**src/rtl/stxrx_pkg.sv**
```systemverilog
// Shared types, constants and the CRC-16 byte update for the framed packet receiver.
package stxrx_pkg;

	// Default payload limit handed to the top level parameter.
	localparam int unsigned MaxPayloadDef = 1024;

	// Register reset values.
	localparam logic [7:0] StartByteRst = 8'h02;
	localparam logic [7:0] EndByteRst   = 8'h03;
	localparam logic [7:0] CmdTypeRst   = 8'h00;

	// Configuration register indexes.
	localparam logic [1:0] RegStartByte   = 2'd0;
	localparam logic [1:0] RegEndByte     = 2'd1;
	localparam logic [1:0] RegCommandType = 2'd2;

	// CRC-16/MODBUS: reflected polynomial, all-ones start value, no final xor.
	localparam logic [15:0] CrcInit = 16'hFFFF;
	localparam logic [15:0] CrcPoly = 16'hA001;

	typedef enum logic {
		KIND_DATA = 1'b0,
		KIND_DONE = 1'b1
	} kind_t;

	typedef enum logic [2:0] {
		ST_OK           = 3'd0,
		ST_TOO_LONG     = 3'd1,
		ST_END_MISSING  = 3'd2,
		ST_CRC_MISMATCH = 3'd3,
		ST_BAD_TYPE     = 3'd4,
		ST_EMPTY        = 3'd5
	} status_t;

	// One result item as it travels through the output buffer.
	typedef struct packed {
		kind_t       kind;
		logic [7:0]  data_byte;
		logic [9:0]  data_index;
		logic [7:0]  frame_type;
		logic [15:0] frame_length;
		status_t     status;
	} result_t;

	// Folds one byte into the running CRC, one polynomial step per bit.
	function automatic logic [15:0] crc16_fold(input logic [15:0] crc, input logic [7:0] b);
		logic [15:0] v;
		v = {8'h00, crc[7:0] ^ b};
		for (int k = 0; k < 8; k++) begin
			v = v[0] ? ((v >> 1) ^ CrcPoly) : (v >> 1);
		end
		return {8'h00, crc[15:8]} ^ v;
	endfunction

endpackage

```
**src/rtl/stxrx_out_buf.sv**
```systemverilog
// Two-entry output buffer (output register plus skid entry) for result items.
module stxrx_out_buf
	import stxrx_pkg::*;
(
	input  logic    clk,
	input  logic    arst_n,
	input  logic    push,
	input  result_t push_data,
	output logic    space,
	output logic    out_valid,
	input  logic    out_ready,
	output result_t out_data
);

	logic    out_valid_q;
	logic    skid_valid_q;
	result_t out_data_q;
	result_t skid_data_q;
	logic    out_fire;

	assign out_fire  = out_valid_q && out_ready;
	assign space     = !skid_valid_q;
	assign out_valid = out_valid_q;
	assign out_data  = out_data_q;

	// Valid flags: the skid entry only fills when the output register is held.
	always_ff @(posedge clk or negedge arst_n) begin
		if (!arst_n) begin
			out_valid_q  <= 1'b0;
			skid_valid_q <= 1'b0;
		end else if (skid_valid_q) begin
			if (out_fire) begin
				skid_valid_q <= 1'b0;
			end
		end else if (push) begin
			if (!out_valid_q || out_fire) begin
				out_valid_q <= 1'b1;
			end else begin
				skid_valid_q <= 1'b1;
			end
		end else if (out_fire) begin
			out_valid_q <= 1'b0;
		end
	end

	// Payload moves with the flags above and needs no reset.
	always_ff @(posedge clk) begin
		if (skid_valid_q) begin
			if (out_fire) begin
				out_data_q <= skid_data_q;
			end
		end else if (push) begin
			if (!out_valid_q || out_fire) begin
				out_data_q <= push_data;
			end else begin
				skid_data_q <= push_data;
			end
		end
	end

endmodule

```
**src/rtl/stx_etx_frame_receiver_crc16_unit.sv**
```systemverilog
// Top level of the framed packet receiver with CRC-16/MODBUS check.
// The receiver takes one byte per clock cycle. While hunting it drops bytes
// until the start byte arrives, then reads a type byte, a little-endian 16-bit
// length, the payload, a little-endian CRC and a final byte. Each payload byte
// with index below MAX_PAYLOAD is delivered as a data result with its index;
// the final byte yields one status result. The framing state and the CRC are
// updated in the same cycle as the byte transfer, and the result lands in a
// two-entry output buffer, so the input stalls only when both entries are full.
// Register writes are taken at any time (cfg_ready is always high) and are
// meant to happen while no frame is in progress.
module stx_etx_frame_receiver_crc16_unit
	import stxrx_pkg::*;
#(
	parameter int unsigned MAX_PAYLOAD = MaxPayloadDef
) (
	input  logic        clk,
	input  logic        arst_n,
	input  logic        in_valid,
	output logic        in_ready,
	input  logic [7:0]  rx_byte,
	output logic        out_valid,
	input  logic        out_ready,
	output logic        result_kind,
	output logic [7:0]  data_byte,
	output logic [9:0]  data_index,
	output logic [7:0]  frame_type,
	output logic [15:0] frame_length,
	output logic [2:0]  status,
	input  logic        cfg_valid,
	output logic        cfg_ready,
	input  logic [1:0]  cfg_index,
	input  logic [7:0]  cfg_data
);

	localparam logic [16:0] MaxPayload = 17'(MAX_PAYLOAD);

	logic [7:0]  start_byte_q;
	logic [7:0]  end_byte_q;
	logic [7:0]  cmd_type_q;

	logic        in_frame_q;
	logic [16:0] pos_q;
	logic [7:0]  type_q;
	logic [15:0] len_q;
	logic [15:0] crc_q;
	logic [15:0] rx_crc_q;

	logic        in_frame_d;
	logic [16:0] pos_d;
	logic [7:0]  type_d;
	logic [15:0] len_d;
	logic [15:0] crc_d;
	logic [15:0] rx_crc_d;

	logic        in_fire;
	logic        res_valid;
	result_t     res;
	result_t     out_data;
	logic        buf_space;

	logic [16:0] len_plus4;
	logic [16:0] len_plus5;
	logic [16:0] idx;
	logic [16:0] pos_inc;

	assign cfg_ready = 1'b1;
	assign in_ready  = buf_space;
	assign in_fire   = in_valid && in_ready;

	// Configuration registers; writes to an unused index are dropped.
	always_ff @(posedge clk or negedge arst_n) begin
		if (!arst_n) begin
			start_byte_q <= StartByteRst;
			end_byte_q   <= EndByteRst;
			cmd_type_q   <= CmdTypeRst;
		end else if (cfg_valid && cfg_ready) begin
			if (cfg_index == RegStartByte) begin
				start_byte_q <= cfg_data;
			end else if (cfg_index == RegEndByte) begin
				end_byte_q <= cfg_data;
			end else if (cfg_index == RegCommandType) begin
				cmd_type_q <= cfg_data;
			end
		end
	end

	assign len_plus4 = {1'b0, len_q} + 17'd4;
	assign len_plus5 = {1'b0, len_q} + 17'd5;
	assign idx       = pos_q - 17'd4;
	assign pos_inc   = pos_q + 17'd1;

	// Frame parser: next state and the result caused by the current byte.
	always_comb begin
		in_frame_d = in_frame_q;
		pos_d      = pos_q;
		type_d     = type_q;
		len_d      = len_q;
		crc_d      = crc_q;
		rx_crc_d   = rx_crc_q;
		res_valid  = 1'b0;
		res        = '0;
		res.kind   = KIND_DATA;
		res.status = ST_OK;

		if (!in_frame_q) begin
			if (rx_byte == start_byte_q) begin
				in_frame_d = 1'b1;
				pos_d      = 17'd1;
				crc_d      = CrcInit;
			end
		end else if (pos_q == 17'd1) begin
			type_d = rx_byte;
			pos_d  = pos_inc;
		end else if (pos_q == 17'd2) begin
			len_d = {8'h00, rx_byte};
			pos_d = pos_inc;
		end else if (pos_q == 17'd3) begin
			len_d = {rx_byte, len_q[7:0]};
			pos_d = pos_inc;
		end else if (pos_q < len_plus4) begin
			// Payload byte: always folded, delivered only inside the limit.
			crc_d = crc16_fold(crc_q, rx_byte);
			pos_d = pos_inc;
			if (idx < MaxPayload) begin
				res_valid      = 1'b1;
				res.data_byte  = rx_byte;
				res.data_index = idx[9:0];
			end
		end else if (pos_q == len_plus4) begin
			rx_crc_d = {8'h00, rx_byte};
			pos_d    = pos_inc;
		end else if (pos_q == len_plus5) begin
			rx_crc_d = {rx_byte, rx_crc_q[7:0]};
			pos_d    = pos_inc;
		end else begin
			// Final byte: first failing check sets the status.
			res_valid        = 1'b1;
			res.kind         = KIND_DONE;
			res.frame_type   = type_q;
			res.frame_length = len_q;
			if ({1'b0, len_q} > MaxPayload) begin
				res.status = ST_TOO_LONG;
			end else if (rx_byte != end_byte_q) begin
				res.status = ST_END_MISSING;
			end else if (crc_q != rx_crc_q) begin
				res.status = ST_CRC_MISMATCH;
			end else if (type_q != cmd_type_q) begin
				res.status = ST_BAD_TYPE;
			end else if (len_q == 16'h0000) begin
				res.status = ST_EMPTY;
			end else begin
				res.status = ST_OK;
			end
			in_frame_d = 1'b0;
			pos_d      = '0;
		end
	end

	// Parser state advances on each input transfer.
	always_ff @(posedge clk or negedge arst_n) begin
		if (!arst_n) begin
			in_frame_q <= 1'b0;
			pos_q      <= '0;
			type_q     <= '0;
			len_q      <= '0;
			crc_q      <= CrcInit;
			rx_crc_q   <= '0;
		end else if (in_fire) begin
			in_frame_q <= in_frame_d;
			pos_q      <= pos_d;
			type_q     <= type_d;
			len_q      <= len_d;
			crc_q      <= crc_d;
			rx_crc_q   <= rx_crc_d;
		end
	end

	// Result register and skid entry.
	stxrx_out_buf u_out_buf (
		.clk       (clk),
		.arst_n    (arst_n),
		.push      (in_fire && res_valid),
		.push_data (res),
		.space     (buf_space),
		.out_valid (out_valid),
		.out_ready (out_ready),
		.out_data  (out_data)
	);

	assign result_kind  = out_data.kind;
	assign data_byte    = out_data.data_byte;
	assign data_index   = out_data.data_index;
	assign frame_type   = out_data.frame_type;
	assign frame_length = out_data.frame_length;
	assign status       = out_data.status;

	// While hunting, the position counter sits at zero.
	assert property (@(posedge clk) disable iff (!arst_n)
		!in_frame_q |-> (pos_q == '0))
		else $error("position counter not cleared while hunting");

	// Inside a frame the position never returns to zero.
	assert property (@(posedge clk) disable iff (!arst_n)
		in_frame_q |-> (pos_q != '0))
		else $error("position counter zero inside a frame");

	// A status result ends the frame.
	assert property (@(posedge clk) disable iff (!arst_n)
		(in_fire && res_valid && (res.kind == KIND_DONE)) |=> !in_frame_q)
		else $error("frame still open after its status result");

	// The input only stalls when the output register holds a result.
	assert property (@(posedge clk) disable iff (!arst_n)
		!in_ready |-> out_valid)
		else $error("input stalled with an empty output register");

endmodule
```
**config.mk**
```make
export PLATFORM = sky130hd
export DESIGN_NAME = stx_etx_frame_receiver_crc16_unit
export DESIGN_NICKNAME = d
export VERILOG_FILES = /design/src/rtl/stxrx_pkg.sv /design/src/rtl/stxrx_out_buf.sv /design/src/rtl/stx_etx_frame_receiver_crc16_unit.sv
export SDC_FILE = /design/constraint.sdc
export NUM_CORES = 1
export LEC_CHECK = 0
export ABC_CLOCK_PERIOD_IN_PS = 16230
export BUFFER_PORTS_ARGS = -buffer_cell sky130_fd_sc_hd__buf_2
export CORE_MARGIN = 3
export CORE_UTILIZATION = 35
export CTS_BUF_LIST = sky130_fd_sc_hd__clkbuf_4 sky130_fd_sc_hd__clkbuf_8
export DETAILED_ROUTE_END_ITERATION = 7
export MAX_ROUTING_LAYER = met4
export PLACE_DENSITY_LB_ADDON = 0.3
export REMOVE_ABC_BUFFERS = 1
export SYNTH_ARGS = -nofsm -noshare
export SYNTH_HDL_FRONTEND = slang
export SYNTH_SLANG_ARGS = --single-unit
```
**constraint.sdc**
```tcl
create_clock -name clk -period 16.23 [get_ports clk]
set_clock_uncertainty 0.2 [all_clocks]
set_input_delay 0.8115 -clock clk [delete_from_list [all_inputs] [get_ports clk]]
set_output_delay 0.8115 -clock clk [all_outputs]
set_load 0.02 [all_outputs]
```
==> results of run 1 <==
sequential cells by signal, indices dropped and copies added, names as in the netlist:
name	cells
start_byte_q	8
pos_q	17
end_byte_q	8
crc_q	16
u_out_buf.skid_valid_q	1
rx_crc_q	16
cmd_type_q	8
type_q	8
u_out_buf.out_valid	1
u_out_buf.out_data	46
in_frame_q	1
len_q	16
u_out_buf.skid_data_q	46
report_power, final:
| group | leakage [uW] | total, uW | switching [uW] | internal [uW] |
|---|---|---|---|---|
| logic | 0.00200 | 422 | 231 | 191 |
| clock network | 0.000206 | 324 | 204 | 120 |
| registers | 0.00217 | 667 | 80.3 | 586 |
cells by family (layout without fill, tap and decap cells):
logic type,count (synthesis),after routing,share of synthesized area
AND/OR/NAND/NOR,337,337,0.151
flip-flops,192,192,0.512
AO/OA/AOI/OAI,169,169,0.116
buffers and inverters,117,162,0.0486
XOR/XNOR,98,98,0.0865
multiplexers,48,48,0.0523
adder cells (fa/ha/maj),27,27,0.0327
other,1,1,0.000363
timing repair:
action                    in CTS  in global routing
resized for setup              0                  0
hold buffers                   1                  0
hold endpoints to repair      10                  0
path summary, 6_finish.rpt:
path                                               start                      to  slack [ns]  cells past startpoint
worst max-delay path                           len_q[10]  u_out_buf.out_data[15]       11.44                     12
worst min-delay path            u_out_buf.skid_data_q[6]   u_out_buf.out_data[6]        0.32                      2
worst max register to register                 len_q[10]  u_out_buf.out_data[15]       11.44                     12
worst min register to register  u_out_buf.skid_data_q[6]   u_out_buf.out_data[6]        0.32                      2
max in group asynchronous                         arst_n  u_out_buf.skid_valid_q       13.90                      3
min in group asynchronous                         arst_n             rx_crc_q[6]        0.55                      2
cell usage in the layout, fill, tap and decap left out, types with 3 or more instances in the layout:
master / synthesis / routed
nand2_1: 131 / 131
edfxtp_1: 92 / 92
nor2_1: 81 / 81
dfrtp_1: 81 / 80
buf_2: 17 / 69
xnor2_1: 61 / 61
inv_1: 50 / 50
mux2_2: 48 / 48
o31ai_1: 46 / 46
o21ai_0: 41 / 41
xor2_1: 34 / 34
nand4_1: 30 / 30
ha_1: 27 / 27
dfstp_2: 19 / 19
nand3_1: 18 / 18
clkbuf_8: 0 / 17
nor4_1: 16 / 16
nor3_1: 15 / 15
o211ai_1: 15 / 15
buf_4: 4 / 10
a21oi_1: 10 / 9
nand2b_1: 10 / 9
a21bo_2: 8 / 8
o21a_1: 7 / 7
a22oi_1: 7 / 7
and2_1: 6 / 6
or3_1: 5 / 5
and3_1: 5 / 5
clkinv_8: 0 / 5
and4_1: 4 / 4
a21o_1: 4 / 4
nor3b_1: 4 / 4
a2bb2oi_1: 4 / 4
a211oi_1: 4 / 4
inv_8: 0 / 4
inv_6: 0 / 4
nor2b_1: 3 / 3
nand3b_1: 3 / 3
o2111ai_1: 3 / 3
final cells by class:
type,count,area (um^2)
timing repair buffer,80,430
clock inverter,15,183
sequential,192,5290
multi-input combinational,680,4570
fill,2879,17500
clock buffer,17,234
tap,384,480
inverter,50,188
metrics by stage:
| step | cell area [um^2] | util | setup WS (ns) | power [uW] | hold WS (ns) |
|---|---|---|---|---|---|
| floorplan | 10000 | - | 10.08 | 979 | 0.283 |
| global placement | 10900 | 0.379 | 11.69 | 1090 | 0.297 |
| detailed placement | 10900 | 0.379 | 11.51 | 1100 | 0.306 |
| CTS | 11400 | 0.394 | 11.47 | 1430 | 0.319 |
| global route | 11400 | 0.394 | 11.10 | 1500 | 0.354 |
| finish | 11400 | 0.394 | 11.44 | 1410 | 0.319 |
synthesized netlist by cell type, types with 19 or more instances:
library cell,instances
o31ai_1,46
edfxtp_1,92
xor2_1,34
mux2_2,48
nand2_1,131
xnor2_1,61
inv_1,50
nor2_1,81
dfstp_2,19
clkbuf_1,42
dfrtp_1,81
o21ai_0,41
ha_1,27
nand4_1,30
routing by layer:
| metal | track usage | part of all wire |
|---|---|---|
| met1 | 0.236 | 0.49 |
| met3 | 0.0252 | 0.037 |
| met2 | 0.246 | 0.46 |
| met4 | 0.0330 | 0.0083 |
| met5 | - | 0 |
critical path, stage by stage (launching register included):
cell and delay (ns):
dfrtp_1 0.63, and4_1 0.41, nand3_1 0.16, or3_1 0.36, ha_1 0.31, nand4_1 0.14
nor3_1 0.29, o31ai_1 0.13, nand3_1 0.20, and3_1 0.43, nand3_1 0.32, a32oi_4 0.27
buf_4 0.54
==> impl_metrics.ini, run 1 <==
[floorplanning]
core-area_mm2 = 0.0289
die_w_um = 178
num_rows = 62
die_y_um = 178
dieArea_mm2 = 0.0316
start_util = 0.358
ios = 72

[drt]
detail_route.wl_per_cell_um = 17.3
ant_nets = 0
route.vias.total = 7329
routed_wl_um = 24500
drc_errors = 0
firstDrtPassIters = 5
viasPerCell = 5.17
drt_iter0_drc = 645

[global_routing]
grt_pass1_vias = 6986
grt_pass1_wl_um = 39300
grt_overflow = 0
track_usage = 0.164
grt_max_degree = 97
antenna_found_initial = 0

[power_and_ir_drop]
peakVddDrop_mv = 0.0802
p_per_area_mw_per_mm2 = 124
cellLeakagePower_uw = 0.00438

[timing]
worst_pin_slew_ns = 1.14
slew_viol_final = 0
fmax_mhz = 209
period_needed_ns = 4.79
min_period_over_period = 0.295
rsz0062_at_grt = false
fin_setup_tns_ns = 0
setup_viol = 0
hold_viol_final = 0
relSlewSlack = 0.239

[worst_setup_path]
endpoint_kind = register
crit_type = register to register
critPathLaunchType = register
cp.required_ns = 16.14
crit_fanout = 46
worstPathArrival_ns = 4.70

[flow_run]
max_cap_viol_count = 0

[layout]
nets = 1071
syn_to_final_growth_pct = 10.1
final_cells = 1418
drive_gt1_frac = 0.191
diodes = 0

[synthesis]
synthFlopType = edfxtp_1
synth_warnings = 0
netlist.area_leader.share = 0.268
netlist.top_cell.by_area = edfxtp_1
synth_cells = 989
ys_seq_elements = 192
seq_area_frac_synth = 0.512
synth.area.top_cells = edfxtp_1, dfrtp_1, mux2_2
async_flop_share = 0.521
synth_area_mm2 = 0.0103
syn_area_per_cell_um2 = 10.4
ys_types = 63
synth-edff-count = 92

[clock_tree]
clockBufferDepth = 2
cts_buffers = 17
cts_tree = built
worstSkewPairLatency_ns = 0.48
clk_pin_slew_ns = 0.11
cts_sinks = 192
h-tree-depth = 4
post-cts-setup-buffer-count = 0
cts-root-buf = clkbuf_8

[placed_design]
finalWeightedCongestion = 0.905
port_buffers = 70
dp_cells = 1385
dp_hpwl_um = 17100

[run_status]
status = finished clean

[hold_path]
hp-class = register to register
Power figures use the tool's default switching activity.
==> inputs of run 2 (changes only) <==
--- a/config.mk
+++ b/config.mk
@@ -5,7 +5,7 @@
 export SDC_FILE = /design/constraint.sdc
 export NUM_CORES = 1
 export LEC_CHECK = 0
-export ABC_CLOCK_PERIOD_IN_PS = 16230
+export ABC_CLOCK_PERIOD_IN_PS = 4800
 export BUFFER_PORTS_ARGS = -buffer_cell sky130_fd_sc_hd__buf_2
 export CORE_MARGIN = 3
 export CORE_UTILIZATION = 35
==> constraint.sdc (replaced) <==
create_clock -name clk -period 4.8 [get_ports clk]
set_clock_uncertainty 0.2 [all_clocks]
set_input_delay 0.24 -clock clk [delete_from_list [all_inputs] [get_ports clk]]
set_output_delay 0.24 -clock clk [all_outputs]
set_load 0.02 [all_outputs]
==> run 2 against run 1 <==
Effect of this change:
- combinational power increased to 3.5 times the previous value
- die area is the same
- sequential power rose to 3.4 times the previous value
- routed wire length increased by 0.63%
- final area up 2.3%
- clock-buffer cell count did not move
- first-iteration DRC count decreased by 20%
- global-route usage increased by 0.12 points
- critical path type unchanged
- largest cell class unchanged
==> impl_metrics.ini, run 2 (same netlist as run 1, synthesis figures left out) <==
[run_status]
status = finished clean

[worst_setup_path]
cp_common_cell = nand3_1
worstPathArrival_ns = 4.40
crit_type = register to register
worst_path_max_delay_cell = dfrtp_1
crit_fanout = 46
crit_path_start = len_q[7]
critPathLaunchType = register
cp.required_ns = 4.76
r2r_setup_slack_ns = 0.36
endpoint_kind = register
r2r_start = len_q[7]
cp_slowest_stage_delay_ns = 0.56
worst-path-buf-inv = 1
path_cells = and4_1, nand2_1, nor2_1, nand3_1, xnor2_1, ha_1, nand4_1, nor3_1, o31ai_1, nand3_1, and3_1, nand3_1, a32oi_4, buf_12
regToRegEndpoint = u_out_buf.out_data[42]
critPathTopFamily = simple AND/OR/NAND/NOR gates
r2r_cells = 14

[drt]
viasPerCell = 5.07
ant_nets = 0
detail_route.wl_per_cell_um = 17.1
drc_errors = 0
firstDrtPassIters = 5
drt_iter0_drc = 519
route.vias.total = 7321
routed_wl_um = 24700

[layout]
post-route-util = 0.403
diodes = 0
nets = 1096
fin_area_mm2 = 0.0116
drive_gt1_frac = 0.194
final_common_cell = nand2_1
final_cells = 1443
syn_to_final_growth_pct = 12.6
layout_common_cells = nand2_1, edfxtp_1, nor2_1

[clock_tree]
h-tree-depth = 4
clockBufferDepth = 2
holdBufCountCts = 18
post-cts-setup-buffer-count = 0
post_cts_resized = 0
clk_pin_slew_ns = 0.11
worstSkewPairLatency_ns = 0.48
cts_tree = built
cts-root-buf = clkbuf_8
cts_sinks = 192
cts_buffers = 17

[placed_design]
dp_hpwl_um = 17200
port_buffers = 70
dp_cells = 1393
place_area_mm2 = 0.0110
finalWeightedCongestion = 0.876

[floorplanning]
ios = 72
die_w_um = 178
die_y_um = 178
core-area_mm2 = 0.0289
start_util = 0.358
dieArea_mm2 = 0.0316
num_rows = 62

[timing]
relSlewSlack = 0.218
rsz0062_at_grt = false
hold_viol_final = 0
slew_viol_final = 0
period_needed_ns = 4.44
min_period_over_period = 0.924
setup_viol = 0
hold_ws_ns = 0.106
fmax_mhz = 225
worst_pin_slew_ns = 1.17

[flow_run]
max_cap_viol_count = 0

[global_routing]
track_usage = 0.165
grt_pass1_wl_um = 39500
antenna_found_initial = 0
grt_max_degree = 97
grt_pass1_vias = 7036
grt_overflow = 0

[power_and_ir_drop]
p_per_area_mw_per_mm2 = 417
cellLeakagePower_uw = 0.00450
peakVddDrop_mv = 0.337

[hold_path]
holdPathStages = 3
hold_start = cfg_index[1]
min_to = start_byte_q[0]
hp-class = input port to register
==> run 2: cell types whose count changed in the layout (fill, tap and decap cells not counted), sizes merged <==
cell         previous run  this run
bufinv                  0         1
dlygate4sd3             1        18
clkinvlp                1         2
buf                    79        87
inv                    59        57
==> run 2: through the flow <==
step | worst slack (ns) | total power (uW) | setup TNS, ns
global placement | 0.552 | 3740 | 0
finish | 0.365 | 4840 | 0
floorplan | -1.35 | 3310 | -111.36
global route | 0.0228 | 5140 | 0
CTS | 0.388 | 4890 | 0
detailed placement | 0.416 | 3750 | 0
==> run 2: cell type report <==
cell class / count / area (um^2)
Sequential cell: 192 / 5290
Fill cell: 2818 / 17200
Multi-Input combinational cell: 680 / 4570
Tap cell: 384 / 480
Inverter: 50 / 188
Clock inverter: 15 / 184
Clock buffer: 17 / 234
Timing Repair Buffer: 105 / 686
==> run 2: how the worst max path moves through the flow <==
stage,end,cells after the start
finish,u_out_buf.out_data[42],14
detailed placement,u_out_buf.out_data[11],14
CTS,u_out_buf.out_data[16],14
floorplan,u_out_buf.out_data[0],5
global placement,u_out_buf.out_data[11],14
global route,u_out_buf.out_data[16],14
==> run 2: where the power goes <==
group	internal, uW	total [uW]	switching (uW)
Sequential	1980	2240	261
Combinational	680	1480	801
Clock	445	1120	676
Total	3110	4840	1740
==> run 2: worst reg2reg max path, cell delays in order (launching register included) <==
cell and delay (ns):
dfrtp_1 0.56, and4_1 0.32, nand2_1 0.10, nor2_1 0.25, nand3_1 0.13, xnor2_1 0.15
ha_1 0.30, nand4_1 0.15, nor3_1 0.27, o31ai_1 0.12, nand3_1 0.21, and3_1 0.43
nand3_1 0.31, a32oi_4 0.30, buf_12 0.25
==> run 2: metal layers <==
metal / track usage / vias up / wire (um)
li1: - / 3604 / -
met1: 0.237 / 3527 / 12300
met2: 0.245 / 170 / 11200
met3: 0.0229 / 20 / 932
met4: 0.0452 / 0 / 330
met5: - / - / 0
==> inputs of run 3 (changes only) <==
--- a/config.mk
+++ b/config.mk
@@ -10,9 +10,11 @@
 export CORE_MARGIN = 3
 export CORE_UTILIZATION = 35
 export CTS_BUF_LIST = sky130_fd_sc_hd__clkbuf_4 sky130_fd_sc_hd__clkbuf_8
+export CTS_CLUSTER_DIAMETER = 30
 export DETAILED_ROUTE_END_ITERATION = 7
 export MAX_ROUTING_LAYER = met4
-export PLACE_DENSITY_LB_ADDON = 0.3
+export PLACE_DENSITY = 0.6
+export RECOVER_POWER = 25
 export REMOVE_ABC_BUFFERS = 1
 export SYNTH_ARGS = -nofsm -noshare
 export SYNTH_HDL_FRONTEND = slang
==> run 3 against run 2 <==
Effect of this change:
- the run now ends with max-capacitance violations, max-slew violations left
- worst setup slack got worse by 0.0054 ns
- clock power about the same
- sequential power about the same
- sequential cell count unchanged
- non-clock buffer count increased by 3
- combinational power about the same
- hold slack about the same
- global-route usage decreased by 0.25 points
- critical endpoint is now u_out_buf.out_data[38]
- highest routed layer unchanged
==> impl_metrics.ini, run 3 (same netlist as run 1, synthesis figures left out) <==
[run_status]
status = finished, violations left
violations = max-capacitance violations, max-slew violations

[clock_tree]
clk_pin_slew_ns = 0.12
post-cts-setup-buffer-count = 0
cts-root-buf = clkbuf_8
cts_buffers = 17
h-tree-depth = 4
worstSkewPairLatency_ns = 0.48
cts_tree = built
post_cts_resized = 0
cts_sinks = 192
clockBufferDepth = 2

[power_and_ir_drop]
peakVddDrop_mv = 0.300
p_per_area_mw_per_mm2 = 416
p_comb_frac = 0.306
swShare = 0.359
switchingPower_uw = 1730
cellLeakagePower_uw = 0.00441
pwr-share-seq = 0.465
clkPwrFrac = 0.229
p_int_uw = 3090

[drt]
route.vias.total = 7421
viasPerCell = 5.13
drc_errors = 0
routed_wl_um = 24500
ant_nets = 0
firstDrtPassIters = 5
detail_route.wl_per_cell_um = 17.0
drt_iter0_drc = 553

[layout]
post-route-util = 0.402
fillerInstances = 2892
final_cells = 1446
drive_gt1_frac = 0.156
final_common_cell = nand2_1
layout_common_cells = nand2_1, edfxtp_1, nor2_1
diodes = 0
fin_area_mm2 = 0.0116
nets = 1099
syn_to_final_growth_pct = 12.2

[placed_design]
dp_cells = 1396
finalWeightedCongestion = 0.900
place_area_mm2 = 0.0111
port_buffers = 70
dp_hpwl_um = 17200

[worst_setup_path]
path_cells = and4_1, nand2_1, nor2_1, nand3_1, xnor2_1, ha_1, nand4_1, nor3_1, o31ai_1, nand3_1, and3_1, nand3_1, a32oi_4, buf_12
critPathLaunchType = register
endpoint_kind = register
worstPathArrival_ns = 4.40
cp_slowest_stage_delay_ns = 0.56
cp_common_cell = nand3_1
crit_fanout = 46
worst_path_max_delay_cell = dfrtp_1
cp.required_ns = 4.76
crit_type = register to register

[global_routing]
grt_pass1_vias = 6908
grt_overflow = 0
track_usage = 0.162
grt_pass1_wl_um = 38800
grt_max_degree = 97
antenna_found_initial = 0

[timing]
hold_viol_final = 0
rsz0062_at_grt = false
fin_setup_tns_ns = 0
min_period_over_period = 0.925
worst_pin_slew_ns = 3.24
period_needed_ns = 4.44
relSlewSlack = -1.16
hold_ws_ns = 0.107
slew_viol_final = 58
setup_viol = 0
fmax_mhz = 225

[floorplanning]
ios = 72
core-area_mm2 = 0.0289
start_util = 0.358
num_rows = 62
die_w_um = 178
die_y_um = 178
dieArea_mm2 = 0.0316

[hold_path]
hp-class = input port to register

[flow_run]
max_cap_viol_count = 1
[run 3: cell types whose count changed in the layout (fill, tap and decap cells not counted), moves of 2 or more]
| cell | previous run | this run |
|---|---|---|
| inv_8 | 6 | 3 |
| inv_6 | 1 | 3 |
| buf_2 | 69 | 29 |
| clkbuf_1 | 0 | 41 |
| buf_4 | 16 | 18 |
[run 3: final timing paths]
check	startpoint	to	slack [ns]	cells past startpoint
max	len_q[7]	u_out_buf.out_data[38]	0.36	14
min	cfg_index[0]	start_byte_q[3]	0.11	3
max reg2reg	len_q[7]	u_out_buf.out_data[38]	0.36	14
min reg2reg	rx_crc_q[8]	rx_crc_q[8]	0.33	1
max in group asynchronous	arst_n	u_out_buf.skid_valid_q	1.15	2
min in group asynchronous	arst_n	rx_crc_q[1]	1.17	2
[run 3: stage by stage]
step                      worst slack (ns)  total power (uW)
after global placement               0.563              3740
after CTS                            0.426              4880
after global routing                0.0373              5110
final                                0.359              4820
after floorplan                      -1.35              3310
after detailed placement             0.465              3750
[run 3: repair_timing]
item	in CTS	in global routing
endpoints found under the hold margin	74	0
setup endpoints to repair	0	0
hold buffers	18	0
[run 3: cell type report]
cell class	instances	area, um^2	share of cell area
clock buffer	17	234	0.0202
clock inverter	15	176	0.0152
inverter	50	188	0.0162
multi-input combinational	680	4570	0.394
sequential	192	5290	0.456
tap	384	480	0.0415
timing repair buffer	108	654	0.0565
[run 3: power groups by stage]
stage	Combinational [uW]	Sequential, uW	Clock (uW)
after global routing	1630	2280	1200
after global placement	1470	2280	0
after CTS	1490	2240	1140
after floorplan	1050	2260	0
final	1470	2240	1100
after detailed placement	1470	2280	0
[run 3: routing by layer]
metal  routed length, um  global-route usage  share of wire  up-vias
li1                    -                   -              -     3607
met1               11900               0.231           0.49     3639
met2               11200               0.244           0.46      162
met3                1160              0.0304          0.047       13
met4                 206              0.0334         0.0084        0
met5                   0                   -              0        -
[run 3: worst max-delay path, delay by kind of cell, from the launching register on]
family | cells | cell delay, ns
buffers and inverters | 1 | 0.28
adder cells (fa/ha/maj) | 1 | 0.30
XOR/XNOR | 1 | 0.15
flip-flops | 1 | 0.56
AO/OA/AOI/OAI | 2 | 0.42
AND/OR/NAND/NOR | 9 | 2.18
